$ cat config.mk
export PLATFORM = sky130hd
export DESIGN_NAME = buddy_block_allocator_core
export DESIGN_NICKNAME = d
export VERILOG_FILES = /design/src/hw/rtl/bba_pkg.sv /design/src/hw/rtl/bba_cell.sv /design/src/hw/rtl/buddy_block_allocator_core.sv
export VERILOG_INCLUDE_DIRS = /design/src /design/src/hw/rtl
export SDC_FILE = /design/constraint.sdc
export NUM_CORES = 1
export LEC_CHECK = 0
export BUFFER_PORTS_ARGS = -buffer_cell sky130_fd_sc_hd__buf_2
export CAP_MARGIN = 15
export CORE_UTILIZATION = 35
export CTS_CLUSTER_DIAMETER = 200
export DETAILED_ROUTE_END_ITERATION = 10
export PLACE_DENSITY_LB_ADDON = 0.12
export SYNTH_ARGS = -nofsm -noshare
export SYNTH_HDL_FRONTEND = slang
export SYNTH_SLANG_ARGS = --single-unit
$ cat constraint.sdc
create_clock -name clk -period 6.1 [get_ports clk]
set_clock_uncertainty 0.05 [all_clocks]
set_input_delay 0.305 -clock clk [delete_from_list [all_inputs] [get_ports clk]]
set_output_delay 0.305 -clock clk [all_outputs]
set_load 0.02 [all_outputs]
$ cat src/hw/rtl/buddy_block_allocator_core_defines.svh
// assertion macros used by the allocator core
`ifndef BUDDY_BLOCK_ALLOCATOR_CORE_DEFINES_SVH
`define BUDDY_BLOCK_ALLOCATOR_CORE_DEFINES_SVH

// condition that must hold at every clock edge out of reset
`define BBA_ASSERT(lbl, cond, msg) \
  lbl: assert property (@(posedge clk) disable iff (!rst_n) (cond)) else $error(msg);

// implication checked at every clock edge out of reset
`define BBA_ASSERT_IMP(lbl, ante, cons, msg) \
  lbl: assert property (@(posedge clk) disable iff (!rst_n) (ante) |-> (cons)) \
    else $error(msg);

`endif

$ cat src/hw/rtl/bba_pkg.sv
// types, constants and helpers of the buddy allocator
`default_nettype none

package bba_pkg;

  localparam int MAX_ORDER  = 20;
  localparam int NUM_ORDERS = MAX_ORDER + 1;
  localparam int ORD_W      = $clog2(NUM_ORDERS);
  localparam int OFF_W      = MAX_ORDER;
  localparam int REQ_W      = 24;
  localparam int OP_W       = 2;
  localparam int STAT_W     = 3;
  localparam int OUT_OFF_W  = 20;

  typedef enum logic [OP_W-1:0] {
    OP_ALLOC   = 2'd0,
    OP_INIT    = 2'd1,
    OP_DESTROY = 2'd2,
    OP_NOP     = 2'd3
  } op_t;

  typedef enum logic [STAT_W-1:0] {
    ST_OK        = 3'd0,
    ST_ZERO      = 3'd1,
    ST_NOT_INIT  = 3'd2,
    ST_TOO_LARGE = 3'd3,
    ST_NO_FREE   = 3'd4
  } status_t;

  typedef enum logic [1:0] {
    S_IDLE,
    S_SEARCH,
    S_SPLIT,
    S_FIN
  } fsm_t;

  // search wave handed from one order cell to the next
  typedef struct packed {
    logic             act;
    logic             hit;
    logic [OFF_W-1:0] base;
    logic [ORD_W-1:0] ord;
  } wave_t;

  // commands broadcast to every order cell
  typedef struct packed {
    logic             clr;
    logic             init;
    logic             split;
    logic [ORD_W-1:0] split_ord;
    logic [OFF_W-1:0] split_base;
  } cmd_t;

  function automatic logic [OUT_OFF_W-1:0] fit_offset(input logic [OFF_W-1:0] off);
    logic [63:0] wide;
    wide = 64'(off);
    return wide[OUT_OFF_W-1:0];
  endfunction

endpackage

`default_nettype wire

$ cat src/hw/rtl/bba_cell.sv
// one order cell: free flag and free block offset of a single order
`default_nettype none

module bba_cell
  import bba_pkg::*;
(
  input  wire logic             clk,
  input  wire logic             rst_n,
  input  wire logic [ORD_W-1:0] idx,
  input  wire logic [REQ_W-1:0] req_m1,
  input  wire cmd_t             cmd,
  input  wire wave_t            wave_in,
  output wave_t                 wave_out
);

  logic             free_r, free_nxt;
  logic [OFF_W-1:0] off_r, off_nxt;
  logic             wave_act_r;
  wave_t            wave_r, wave_nxt;
  logic             big, take, is_top, split_here;

  // block of this order is large enough for the request
  assign big        = (req_m1 >> idx) == '0;
  assign take       = wave_in.act && !wave_in.hit && big && free_r;
  assign is_top     = idx == ORD_W'(MAX_ORDER);
  assign split_here = cmd.split && (idx < cmd.split_ord) && big;

  always_comb begin
    wave_nxt = wave_in;
    if (take) begin
      wave_nxt.hit  = 1'b1;
      wave_nxt.base = off_r;
      wave_nxt.ord  = idx;
    end
  end

  always_comb begin
    free_nxt = free_r;
    off_nxt  = off_r;
    if (cmd.clr) begin
      free_nxt = 1'b0;
    end else if (cmd.init) begin
      free_nxt = is_top;
      if (is_top) begin
        off_nxt = '0;
      end
    end else if (take) begin
      free_nxt = 1'b0;
    end else if (split_here) begin
      // upper half of the split block lands on this order
      free_nxt = 1'b1;
      off_nxt  = cmd.split_base | (OFF_W'(1) << idx);
    end
  end

  always_ff @(posedge clk) begin
    if (!rst_n) begin
      free_r     <= 1'b0;
      wave_act_r <= 1'b0;
    end else begin
      free_r     <= free_nxt;
      wave_act_r <= wave_nxt.act;
    end
  end

  always_ff @(posedge clk) begin
    off_r  <= off_nxt;
    wave_r <= wave_nxt;
  end

  always_comb begin
    wave_out     = wave_r;
    wave_out.act = wave_act_r;
  end

endmodule

`default_nettype wire

$ cat src/hw/rtl/buddy_block_allocator_core.sv
// Buddy allocator over a pool of 2^MAX_ORDER bytes, one order cell per order.
// Init, destroy, an unused operation code and an allocate rejected up front
// (not initialised, zero size, too large) give their result in the cycle
// after the item is taken. An allocate that goes to search runs in steps: a
// search wave walks up the chain of MAX_ORDER + 1 order cells one cell per
// cycle, the outcome at the top of the chain is captured, the found block is
// split into the lower cells, and the result register is loaded once the
// output is free. With no free block the split step drops out.
// One item is in work at a time; the next is taken once the block is back
// in idle and the result register can be loaded. Blocks are never freed, so
// each order holds at most one free block.
`default_nettype none

`include "buddy_block_allocator_core_defines.svh"

module buddy_block_allocator_core
  import bba_pkg::*;
(
  input  wire logic                 clk,
  input  wire logic                 rst_n,
  input  wire logic                 in_valid,
  output logic                      in_stall,
  input  wire logic [OP_W-1:0]      in_operation,
  input  wire logic [REQ_W-1:0]     in_request_bytes,
  output logic                      out_valid,
  input  wire logic                 out_stall,
  output logic [OUT_OFF_W-1:0]      out_block_offset,
  output logic [STAT_W-1:0]         out_status
);

  fsm_t                 state_r, state_nxt;
  logic                 pool_ready_r, pool_ready_nxt;
  logic                 out_valid_r, out_valid_nxt;
  logic [OUT_OFF_W-1:0] out_off_r, out_off_nxt;
  status_t              out_stat_r, out_stat_nxt;
  logic                 out_load, out_free;
  logic                 in_acc, launch, alloc_ok, too_large, zero_req;
  logic [REQ_W-1:0]     in_req_m1;
  logic [REQ_W-1:0]     req_m1_r;
  logic [REQ_W-1:0]     req_cells;
  logic                 hit_r;
  logic [OFF_W-1:0]     base_r;
  logic [ORD_W-1:0]     ord_r;
  op_t                  op;
  cmd_t                 cmd;
  wave_t                wave_launch;
  wave_t                waves [NUM_ORDERS];
  wave_t                wave_top;

  assign op        = op_t'(in_operation);
  assign out_free  = !out_valid_r || !out_stall;
  assign in_acc    = in_valid && !in_stall;
  assign zero_req  = in_request_bytes == '0;
  assign in_req_m1 = in_request_bytes - REQ_W'(1);
  assign too_large = (in_req_m1 >> MAX_ORDER) != '0;
  assign alloc_ok  = (op == OP_ALLOC) && pool_ready_r && !zero_req && !too_large;
  assign launch    = in_acc && alloc_ok;
  // order 0 sees the wave in the launch cycle, before the request is registered
  assign req_cells = launch ? in_req_m1 : req_m1_r;

  always_comb begin
    wave_launch      = '0;
    wave_launch.act  = launch;
  end

  // chain of order cells, wave moves from order 0 upward
  for (genvar k = 0; k < NUM_ORDERS; k++) begin : g_cell
    bba_cell u_cell (
      .clk      (clk),
      .rst_n    (rst_n),
      .idx      (ORD_W'(k)),
      .req_m1   (req_cells),
      .cmd      (cmd),
      .wave_in  ((k == 0) ? wave_launch : waves[(k == 0) ? 0 : k - 1]),
      .wave_out (waves[k])
    );
  end

  assign wave_top = waves[NUM_ORDERS-1];

  // next state
  always_comb begin
    state_nxt = state_r;
    unique case (state_r)
      S_IDLE: begin
        if (launch) begin
          state_nxt = S_SEARCH;
        end
      end
      S_SEARCH: begin
        if (wave_top.act) begin
          state_nxt = wave_top.hit ? S_SPLIT : S_FIN;
        end
      end
      S_SPLIT: begin
        state_nxt = S_FIN;
      end
      S_FIN: begin
        if (out_free) begin
          state_nxt = S_IDLE;
        end
      end
      default: begin
        state_nxt = S_IDLE;
      end
    endcase
  end

  // outputs of the controller
  always_comb begin
    in_stall       = (state_r != S_IDLE) || !out_free;
    cmd            = '0;
    cmd.split_ord  = ord_r;
    cmd.split_base = base_r;
    out_load       = 1'b0;
    out_off_nxt    = '0;
    out_stat_nxt   = ST_OK;
    pool_ready_nxt = pool_ready_r;
    unique case (state_r)
      S_IDLE: begin
        if (in_acc && !alloc_ok) begin
          out_load = 1'b1;
          unique case (op)
            OP_ALLOC: begin
              if (!pool_ready_r) begin
                out_stat_nxt = ST_NOT_INIT;
              end else if (zero_req) begin
                out_stat_nxt = ST_ZERO;
              end else begin
                out_stat_nxt = ST_TOO_LARGE;
              end
            end
            OP_INIT: begin
              cmd.init       = 1'b1;
              pool_ready_nxt = 1'b1;
            end
            OP_DESTROY: begin
              cmd.clr        = 1'b1;
              pool_ready_nxt = 1'b0;
            end
            default: begin
            end
          endcase
        end
      end
      S_SPLIT: begin
        cmd.split = 1'b1;
      end
      S_FIN: begin
        if (out_free) begin
          out_load     = 1'b1;
          out_off_nxt  = hit_r ? fit_offset(base_r) : '0;
          out_stat_nxt = hit_r ? ST_OK : ST_NO_FREE;
        end
      end
      default: begin
      end
    endcase
  end

  assign out_valid_nxt = out_load || (out_valid_r && out_stall);

  always_ff @(posedge clk) begin
    if (!rst_n) begin
      state_r      <= S_IDLE;
      pool_ready_r <= 1'b0;
      out_valid_r  <= 1'b0;
    end else begin
      state_r      <= state_nxt;
      pool_ready_r <= pool_ready_nxt;
      out_valid_r  <= out_valid_nxt;
    end
  end

  always_ff @(posedge clk) begin
    if (launch) begin
      req_m1_r <= in_req_m1;
    end
    if (state_r == S_SEARCH && wave_top.act) begin
      hit_r  <= wave_top.hit;
      base_r <= wave_top.base;
      ord_r  <= wave_top.ord;
    end
    if (out_load) begin
      out_off_r  <= out_off_nxt;
      out_stat_r <= out_stat_nxt;
    end
  end

  assign out_valid        = out_valid_r;
  assign out_block_offset = out_off_r;
  assign out_status       = out_stat_r;

  `BBA_ASSERT_IMP(a_launch_ready, launch, pool_ready_r, "search launched on an uninitialised pool")
  `BBA_ASSERT_IMP(a_wave_in_search, wave_top.act, state_r == S_SEARCH, "search wave outside search")
  `BBA_ASSERT_IMP(a_split_after_hit, state_r == S_SPLIT, $past(wave_top.hit), "split without a hit")
  `BBA_ASSERT_IMP(a_one_in_work, state_r != S_IDLE, in_stall, "item taken while one is in work")

endmodule

`default_nettype wire
==> results.toml, run 1 <==
[synthesis]
synth_top_cell_area_share_pct = 39.40
ys_ff_latch = 1034
synthCells = 2125
synthFlopType = "dfxtp_1"
synth_area_leader_cell = "edfxtp_1"
avgSynthCellArea_um2 = 16.10
synth-seq-area-share_pct = 73.63
synth_cell_type_count = 77
synth_edf_count = 449
syn_area_um2 = 34220
yosys_warnings = 0
synth.area.top_cells = "edfxtp_1 39%, dfxtp_1 34%, mux2_2 10%"
syn-num-nets = 2164
async_flop_share_pct = 0

[cells_and_area]
layout.cells.non_filler = 3639
drive_gt1_share_pct = 30.44
area_growth_pct = 16.81
nets = 2307
fillers = 8842

[setup_path]
cp.required_ns = 6.39
crit_chain = "dlygate4sd3_1 > buf_2 > inv_1 > ha_1 > nand2b_1 > or4_4 > or3_4 > o31ai_1 > buf_4 > nand2_1 > buf_4 > a2bb2oi_1 > or3_1 > buf_4 > and3_1 > buf_4"
reg2reg_depth = 9
r2r_start = "state_r[0]"
crit_top_cell = "buf_4"
crit_type = "in2reg"
crit_path_end_kind = "flip-flop"
setup.worst_path.start_class = "input port"
reg2reg_slack_ns = 1.40
path_delay_family = "buffers and inverters"
worstPathArrival_ns = 5.47
critPathMaxStageDelay_ns = 0.53
cp_slowest_cell = "dlygate4sd3_1"
critPathBufInv = 7
r2r-end = "g_cell[3].u_cell.off_r[19]"
cp_max_fo = 34

[cts]
cts_setup_buffers = 0
cts.path.max_buffers = 3
cts.sinks = 1034
htreeDepth = 3
cts_tree = "built"
cts_made_buffers = 106
clockRootBuffer = "clkbuf_16"
cts.repair.resized = 0
clk_latency_ns = 0.69
clk_pin_slew_ns = 0.06

[route]
wl_per_cell_um = 21.50
drt-initial-drc-count = 1022
ant_nets = 0
num_vias = 16938
drc = 0
vias_per_cell = 4.655
drt_wl_total_mm = 78.24
dr.pass1.iters = 5

[min_path]
holdPathEnd = "pool_ready_r"
hold_start = "in_operation[1]"
hold_path_class = "in2reg"
holdPathStages = 4

[timing]
rsz0062_at_grt = "false"
fin_crit_ns = 5.175
period_share_pct = 84.84
fmax_mhz = 193.2
hold_viol_final = 0
finalSetupViolCount = 0
setup_tns_ns = 0
slew_violations = 0
relSlewSlack_pct = 25.91
tightestPinTransition_ns = 1.107
setup_ws_ns = 0.9246

[global_routing]
use_met3_pct = 2.967
grtUsageMet1_pct = 22.37
grt_overflow = 0
grt_busiest_layer = "met2"
antenna_found_initial = 7
grt_pass1_wl_mm = 118.5
grt_pass1_vias = 17991
grt_max_degree = 35
grt_usage_pct = 16.10
use_met2_pct = 25.64

[die]
die_h_um = 314.7
start_util_pct = 35.38
die_w_um = 314.7
core_area_um2 = 96710
top_level_ports = 55
rows = 114
die_area_um2 = 99020

[power]
ir_worst_vdd_v = 0.0002498
leakage_nw = 16.22
power_per_cell_area_nw_per_um2 = 359.7

[placement]
io_buffer_count = 54
detailed_place_hpwl_mm = 47.37
dp.cells = 3428
gp_congestion = 0.8678
dp_slack_ns = 0.8232

[run_status]
status = "finished clean"

[job]
cap_violations = 0
## synthesized netlist by cell type, drive strengths merged, types with 6 or more instances
cell / instances
or3: 20
or4: 18
and2: 85
mux2: 386
nor2: 51
or2: 39
o211a: 11
nand2: 45
a31oi: 6
xnor2: 12
inv: 22
nand3b: 7
nor2b: 41
nand4: 7
nor4b: 9
dfxtp: 585
nand3: 8
o21ai: 28
a211oi: 15
nand2b: 39
clkbuf: 37
nor3: 29
edfxtp: 449
nor4: 24
ha: 9
buf: 53
a21oi: 16
## kinds of logic (layout without fill, tap and decap cells)
group | after synthesis | count (layout) | synth area share, %
xor gates and xnor gates | 17 | 17 | 0.4351
other | 0 | 1 | 0
and+or+nand+nor | 441 | 441 | 7.788
AOI/OAI and AO/OA | 122 | 122 | 2.640
DFF | 1034 | 1034 | 73.63
adders and majority gates | 9 | 9 | 0.3291
buffers and inverters | 112 | 349 | 1.748
muxes | 390 | 390 | 13.43
## per-layer routing
layer	vias up	share of wire [%]
met5	-	0
met3	122	4.1
met4	0	2.3
met1	8544	47
li1	7974	-
met2	298	46
## sequential cells by signal, indices dropped and copies added (netlist names)
signal                    flops
out_valid                     1
out_status                    3
state_r                       2
g_cell.u_cell.off_r         400
g_cell.u_cell.wave_act_r     21
hit_r                         1
g_cell.u_cell.free_r         21
ord_r                         5
base_r                       20
req_m1_r                     24
pool_ready_r                  1
g_cell.u_cell.wave_out      515
out_block_offset             20
## per-stage QoR
step                      utilization [%]  hold slack, ns  area [µm²]  power, mW
final                               41.33         0.05483       39970      14.38
after global routing                41.33         0.04125       39970      14.88
after CTS                           41.28        0.002738       39920      14.56
after detailed placement            37.39          0.3387       36160      7.894
after global placement              37.38          0.3361       36150      7.887
after floorplan                         -          0.3355       34220      7.724
## layout by cell type (no fill, tap or decap), types with 15 or more instances in the layout
cell	n
clkbuf_16	113
or3_1	19
or4_1	17
inv_1	22
a21oi_1	15
mux2_1	24
edfxtp_1	449
nand2_1	45
o21ai_0	24
nor2b_1	41
and2_1	84
nor3_1	22
nand2b_1	39
mux2_4	56
nor4_1	15
buf_4	61
clkbuf_1	32
dfxtp_1	585
mux2_2	306
or2_2	39
buf_2	54
nor2_1	49
clkbuf_8	28
## worst max-delay path by stage
stage | startpoint | to | slack, ns | cells after the start
5_1_grt | in_request_bytes[0] | g_cell[16].u_cell.off_r[4] | 0.64 | 16
3_5_place_dp | in_request_bytes[0] | g_cell[16].u_cell.off_r[5] | 0.82 | 15
2_1_floorplan | in_request_bytes[0] | g_cell[5].u_cell.off_r[0] | 0.16 | 14
3_3_place_gp | in_request_bytes[14] | g_cell[7].u_cell.off_r[5] | 1.00 | 11
6_report | in_request_bytes[0] | g_cell[16].u_cell.off_r[8] | 0.92 | 16
4_1_cts | in_request_bytes[0] | g_cell[16].u_cell.off_r[8] | 0.96 | 16
## tightest hold or removal path, cell delays in order
cell and delay [ns]:
buf_2 0.11, inv_1 0.07, ha_1 0.14, a311oi_1 0.08
## final cells by class
| class | instances | area [µm²] | area share [%] |
|---|---|---|---|
| antenna | 1 | 2.502 | 0.006260 |
| clock buffer | 172 | 3308 | 8.276 |
| clock inverter | 30 | 391.6 | 0.9797 |
| inverter | 22 | 82.58 | 0.2066 |
| multi-input combinational | 979 | 8524 | 21.33 |
| sequential | 1034 | 25190 | 63.03 |
| tap | 1276 | 1597 | 3.994 |
| timing repair buffer | 125 | 872.1 | 2.182 |
## report_power, final
part	total (mW)	switching, mW	internal (mW)
Sequential	7.32	0.0341	7.29
Combinational	0.431	0.309	0.123
Clock	6.63	2.68	3.94
## repair_timing
| action | 4_1_cts | 5_1_grt |
|---|---|---|
| endpoints found under the hold margin | 6 | 0 |
| hold buffers | 6 | 0 |
| endpoints found under the setup margin | 0 | 0 |
Note: power is estimated with default switching activity, not from simulation.
==> run 2, diff against run 1 <==
- clock period: 6.1 -> 4.3 ns (I/O delays scaled with it)
==> run 2 against run 1 <==
  * First-iteration DRC count is 4.3% lower
  * Non-clock buffer count up 49
  * Critical path depth fell by 7
  * Largest cell class unchanged
  * Highest routed layer unchanged
  * Worst hold slack lost 0.0083 ns
==> results.toml, run 2 (synthesis results as in run 1) <==
[placement]
dp_slack_ns = 0.1389
io_buffer_count = 54
detailed_place_hpwl_mm = 47.88
gp_congestion = 0.8690
postPlaceCellArea_um2 = 36920
dp.cells = 3468

[power]
p_comb_share_pct = 3.3
power_per_cell_area_nw_per_um2 = 493.2
intPower_mw = 15.73
switching_share_pct = 21.42
power_frac_seq_pct = 51.9
p_clk_share_pct = 44.8
ir_worst_vdd_v = 0.0003031
leakage_nw = 16.45
switchingPower_mw = 4.286
power_mw = 20.01

[route]
num_vias = 17200
drt_wl_total_mm = 74.77
wl_per_cell_um = 20.27
drc = 0
drt-initial-drc-count = 978
vias_per_cell = 4.664
ant_nets = 0
dr.pass1.iters = 5

[setup_path]
crit_path_end_kind = "flip-flop"
crit_type = "reg2reg"
reg2reg_depth = 9
cp_max_fo = 19
worstPathArrival_ns = 4.40
cp.required_ns = 4.61
r2r-end = "g_cell[7].u_cell.off_r[14]"
r2r_start = "req_m1_r[20]"
setup.worst_path.start_class = "flip-flop"
reg2reg_slack_ns = 0.20

[min_path]
hold_path_class = "in2reg"
hold_start = "rst_n"
holdPathEnd = "g_cell[20].u_cell.free_r"
holdPathStages = 3

[timing]
fin_crit_ns = 4.095
setup_tns_ns = 0
finalSetupViolCount = 0
setup_ws_ns = 0.2049
slew_violations = 0
rsz0062_at_grt = "false"
period_share_pct = 95.23
tightestPinTransition_ns = 0.9397
fmax_mhz = 244.2
hold-worst-slack_ns = 0.04651
relSlewSlack_pct = 37.36
hold_viol_final = 0

[cells_and_area]
post-route-util_pct = 41.96
layout.cells.non_filler = 3688
final_common_cell = "dfxtp_1"
diodes = 0
largest_register_ffs = 515
drive_gt1_share_pct = 31.67
fillers = 8727
area_growth_pct = 18.58
final_cell_mix = "585 x dfxtp_1, 449 x edfxtp_1, 306 x mux2_2, 109 x clkbuf_16, 85 x and2_1"
nets = 2357
final_cell_area_um2 = 40580

[die]
core_area_um2 = 96710
start_util_pct = 35.38
die_h_um = 314.7
top_level_ports = 55
die_area_um2 = 99020
die_w_um = 314.7
rows = 114

[cts]
clk_pin_slew_ns = 0.06
cts.sinks = 1034
cts_made_buffers = 107
clockRootBuffer = "clkbuf_16"
htreeDepth = 3
clk_latency_ns = 0.67
cts_tree = "built"
cts.path.max_buffers = 3

[global_routing]
antenna_found_initial = 4
grt_pass1_vias = 18333
grt_usage_pct = 15.28
grt_pass1_wl_mm = 114.2
grt_overflow = 0
grt_max_degree = 39

[run_status]
status = "finished clean"

[job]
cap_violations = 0
==> run 2: changes by cell type in the layout (fill, tap and decap cells not counted), moves of 4 or more <==
cell           change
dlygate4sd3_1     +11
clkinv_2          +11
buf_12            +30
clkbuf_16          -4
clkinvlp_4         +6
buf_4             +11
clkbuf_1           -5
clkbuf_8           -6
==> run 2: how the worst max path moves through the flow <==
stage | start | cells after the start | to | slack (ns)
finish | req_m1_r[20] | 9 | g_cell[7].u_cell.off_r[14] | 0.20
global route | req_m1_r[20] | 9 | g_cell[7].u_cell.off_r[14] | 0.02
CTS | req_m1_r[20] | 9 | g_cell[7].u_cell.off_r[14] | 0.16
detailed placement | in_request_bytes[10] | 11 | g_cell[3].u_cell.wave_out[24] | 0.14
global placement | req_m1_r[20] | 9 | g_cell[7].u_cell.off_r[14] | 0.15
floorplan | in_request_bytes[0] | 13 | g_cell[19].u_cell.off_r[0] | -0.35
==> run 2: layer usage <==
metal / vias up / share of wire, % / routed length [µm] / global-route usage, %
li1: 8081 / - / - / -
met1: 8750 / 45 / 33340 / 19.36
met2: 267 / 50 / 37440 / 26.58
met3: 102 / 3.2 / 2424 / 2.335
met4: 0 / 2.1 / 1566 / 4.943
met5: - / 0 / 0 / 0
==> run 2: critical path: stages (launching register included) <==
cell	delay [ns]
dfxtp_1	0.31
or4_1	0.59
nor4_4	0.23
or4b_1	0.54
or4_1	0.43
a21oi_1	0.27
a21oi_4	0.17
or4_1	0.67
and3b_1	0.31
buf_12	0.20
==> run 2: timing repair <==
| item | 4_1_cts | 5_1_grt |
|---|---|---|
| hold buffers | 17 | 0 |
| setup endpoints to repair | 0 | 102 |
| setup buffers | 0 | 0 |
| gates resized for setup | 0 | 2 |
| hold endpoints to repair | 15 | 0 |
==> run 2: power by group through the flow <==
| stage | Combinational (mW) | Clock [mW] | Sequential [mW] |
|---|---|---|---|
| after CTS | 0.673 | 9.25 | 10.4 |
| after detailed placement | 0.656 | 0 | 10.6 |
| after global placement | 0.645 | 0 | 10.6 |
| after global routing | 0.721 | 9.62 | 10.4 |
| final | 0.668 | 8.96 | 10.4 |
| after floorplan | 0.308 | 0 | 10.7 |
==> run 2: layout make-up <==
| class | instances | area, µm² | share of cell area [%] |
|---|---|---|---|
| multi-input combinational | 979 | 8627 | 21.26 |
| inverter | 22 | 82.58 | 0.2035 |
| tap | 1276 | 1597 | 3.935 |
| clock inverter | 45 | 342.8 | 0.8449 |
| timing repair buffer | 174 | 1602 | 3.947 |
| clock buffer | 158 | 3132 | 7.718 |
| sequential | 1034 | 25190 | 62.09 |
==> run 3, diff against run 2 <==
- SYNTH_HIERARCHICAL: default -> 1
==> run 3 against run 2 <==
  * The flow now finishes with violations (setup timing)
  * Maximum frequency fell by 13%
  * Routed wire length is 120% higher
  * First-iteration DRC count increased to 2.7 times the previous value
  * Final cell count rose by 110%
  * Final area is 64% higher
  * Largest power group unchanged
  * Setup slack worse by 0.60 ns
  * Utilization rose by 2.3 points
  * Synthesized area up 56%
  * Clock power is 14% higher
==> results.toml, run 3 <==
[cells_and_area]
largest_register_ffs = 546
fillers = 14302
regArea_um2 = 26420
final_common_cell = "dfxtp_1"
post-route-util_pct = 44.25
layout.cells.non_filler = 7798
final_cell_mix = "615 x dfxtp_1, 591 x nor2_1, 551 x conb_1, 482 x a21oi_1, 469 x edfxtp_1"
area_growth_pct = 24.90
multiInputGateArea_um2 = 27000
drive_gt1_share_pct = 26.54
nets = 5800

[placement]
detailed_place_hpwl_mm = 109.1
gp_congestion = 0.8412
dp.cells = 7434
dp_slack_ns = -0.9884
io_buffer_count = 54

[die]
die_area_um2 = 153900
rows = 142
top_level_ports = 55
die_h_um = 392.3
die_w_um = 392.3
core_area_um2 = 150500
start_util_pct = 35.42

[setup_path]
cp.required_ns = 4.72
crit_type = "reg2reg"
crit_path_end_kind = "flip-flop"
setup.worst_path.start_class = "flip-flop"
cp_max_fo = 34
worstPathArrival_ns = 5.11

[synthesis]
synth_top_cell_area_share_pct = 26.42
synth-seq-area-share_pct = 49.55
syn_area_um2 = 53310
ys_ff_latch = 1085
synthFlopType = "dfxtp_1"
synth_area_leader_cell = "edfxtp_1"
synth_cell_type_count = 69
synth.area.top_cells = "edfxtp_1 26%, dfxtp_1 23%, mux2_4 12%"
async_flop_share_pct = 0
synthCells = 4656
synth_edf_count = 469
ys_top_cells_by_count = "616 x dfxtp_1, 599 x nor2_1, 506 x a21oi_1"
avgSynthCellArea_um2 = 11.45
yosys_warnings = 6
yosysMostFrequentCell = "dfxtp_1"

[timing]
slew_violations = 0
relSlewSlack_pct = 45.65
fmax_mhz = 213.2
finalSetupViolCount = 962
rsz0062_at_grt = "true"
fin_crit_ns = 4.691
hold_viol_final = 0
tightestPinTransition_ns = 0.8152
period_share_pct = 109.1
setup_ws_ns = -0.3905
setup_tns_ns = -202.44

[route]
drt-initial-drc-count = 2641
drt_wl_total_mm = 165.9
ant_nets = 0
dr.pass1.iters = 5
drc = 0
vias_per_cell = 4.938
num_vias = 38504
wl_per_cell_um = 21.28

[cts]
clockRootBuffer = "clkbuf_16"
cts_made_buffers = 117
clk_pin_slew_ns = 0.06
cts.path.max_buffers = 3
clk_latency_ns = 0.78
htreeDepth = 3
cts_tree = "built"
cts.sinks = 1085

[power]
p_clk_share_pct = 42.3
intPower_mw = 18.15
power_per_cell_area_nw_per_um2 = 362.5
p_comb_share_pct = 11.2
switching_share_pct = 24.81
switchingPower_mw = 5.988
leakage_nw = 29.22
ir_worst_vdd_v = 0.0003412
power_frac_seq_pct = 46.5
power_mw = 24.13

[global_routing]
grt_pass1_vias = 37524
grt_max_degree = 42
grt_usage_pct = 21.32
antenna_found_initial = 0
grt_pass1_wl_mm = 246.4
grt_overflow = 0

[run_status]
violations = "setup timing"
status = "complete, but fails checks"

[min_path]
hold_path_class = "in2reg"

[job]
cap_violations = 0
-- run 3: cell count changes after synthesis, sizes merged, moves of 48 or more --
cell	previous run	this run
nor2	51	599
a21oi	16	506
ha	9	93
nor3	29	89
clkbuf	37	87
buf	53	149
mux2	386	565
mux2i	4	65
inv	22	222
nor2b	41	89
nand2	45	103
-- run 3: cell families after synthesis --
kind of cell	after synthesis	synth area share [%]
XOR/XNOR	16	0.2629
multiplexers	651	16.92
adder cells (fa/ha/maj)	93	2.183
AO/OA/AOI/OAI	1033	12.93
AND/OR/NAND/NOR	1318	12.77
buffers and inverters	458	5.372
flip-flops	1085	49.55
other	2	0.01409
-- run 3: path summary, 6_finish.rpt --
path,from,endpoint,slack [ns],cells past startpoint
min,in_operation[1],out_status[0],0.07,4
min reg2reg,g_cell[20].u_cell/wave_out[20],base_r[15],0.35,0
max reg2reg,pool_ready_r,g_cell[3].u_cell/off_r[17],-0.39,15
max,pool_ready_r,g_cell[3].u_cell/off_r[17],-0.39,15
-- run 3: layout make-up --
cell class              count  share of cell area (%)
clock buffers             169                   5.085
diodes                      2                0.007516
flip-flops and latches   1085                   39.67
well taps                2016                   3.788
repair buffers            578                   8.774
inverters                 222                   1.251
multi-input cells        3673                   40.55
clock inverters            53                  0.8681
-- run 3: per-layer routing --
metal | track usage [%] | share of wire (%) | wire length [µm]
met4 | 7.706 | 3.2 | 5311
met2 | 31.99 | 43 | 71680
met3 | 2.427 | 4.4 | 7281
met1 | 31.34 | 49 | 81670
met5 | 0 | 0 | 0
-- run 3: metrics by stage --
stage / area [µm²] / hold WS [ns]
after floorplan: 55570 / 0.2881
after global routing: 66580 / 0.05999
final: 66590 / 0.06633
after detailed placement: 60000 / 0.3387
after global placement: 59980 / 0.3357
after CTS: 65960 / 0.02618
-- run 3: power by group through the flow --
stage                     registers [mW]  clock network, mW  logic [mW]
final                               11.2               10.2        2.70
after CTS                           11.2               10.5        2.43
after floorplan                     11.4                  0        1.62
after detailed placement            11.4                  0        2.27
after global placement              11.4                  0        2.26
after global routing                11.2               10.9        2.93
-- run 3: worst max-delay path: stages, from the launching register on --
cell,delay (ns)
dfxtp_2,0.34
and2_4,0.14
or4b_4,0.45
o32a_1,0.31
o211a_1,0.17
nor4_4,0.26
buf_6,0.16
buf_6,0.13
buf_12,0.16
mux2_8,0.51
mux4_2,0.53
o21ai_1,0.15
a41o_1,0.28
nand4b_1,0.18
a21oi_4,0.32
clkbuf_16,0.22
-- run 3: repair_timing --
action	in CTS	in global routing
endpoints found under the setup margin	976	981
setup buffers	57	38
cloned	37	10
pin swaps	50	55
hold buffers	7	0
endpoints found under the hold margin	24	0
resized for setup	129	46
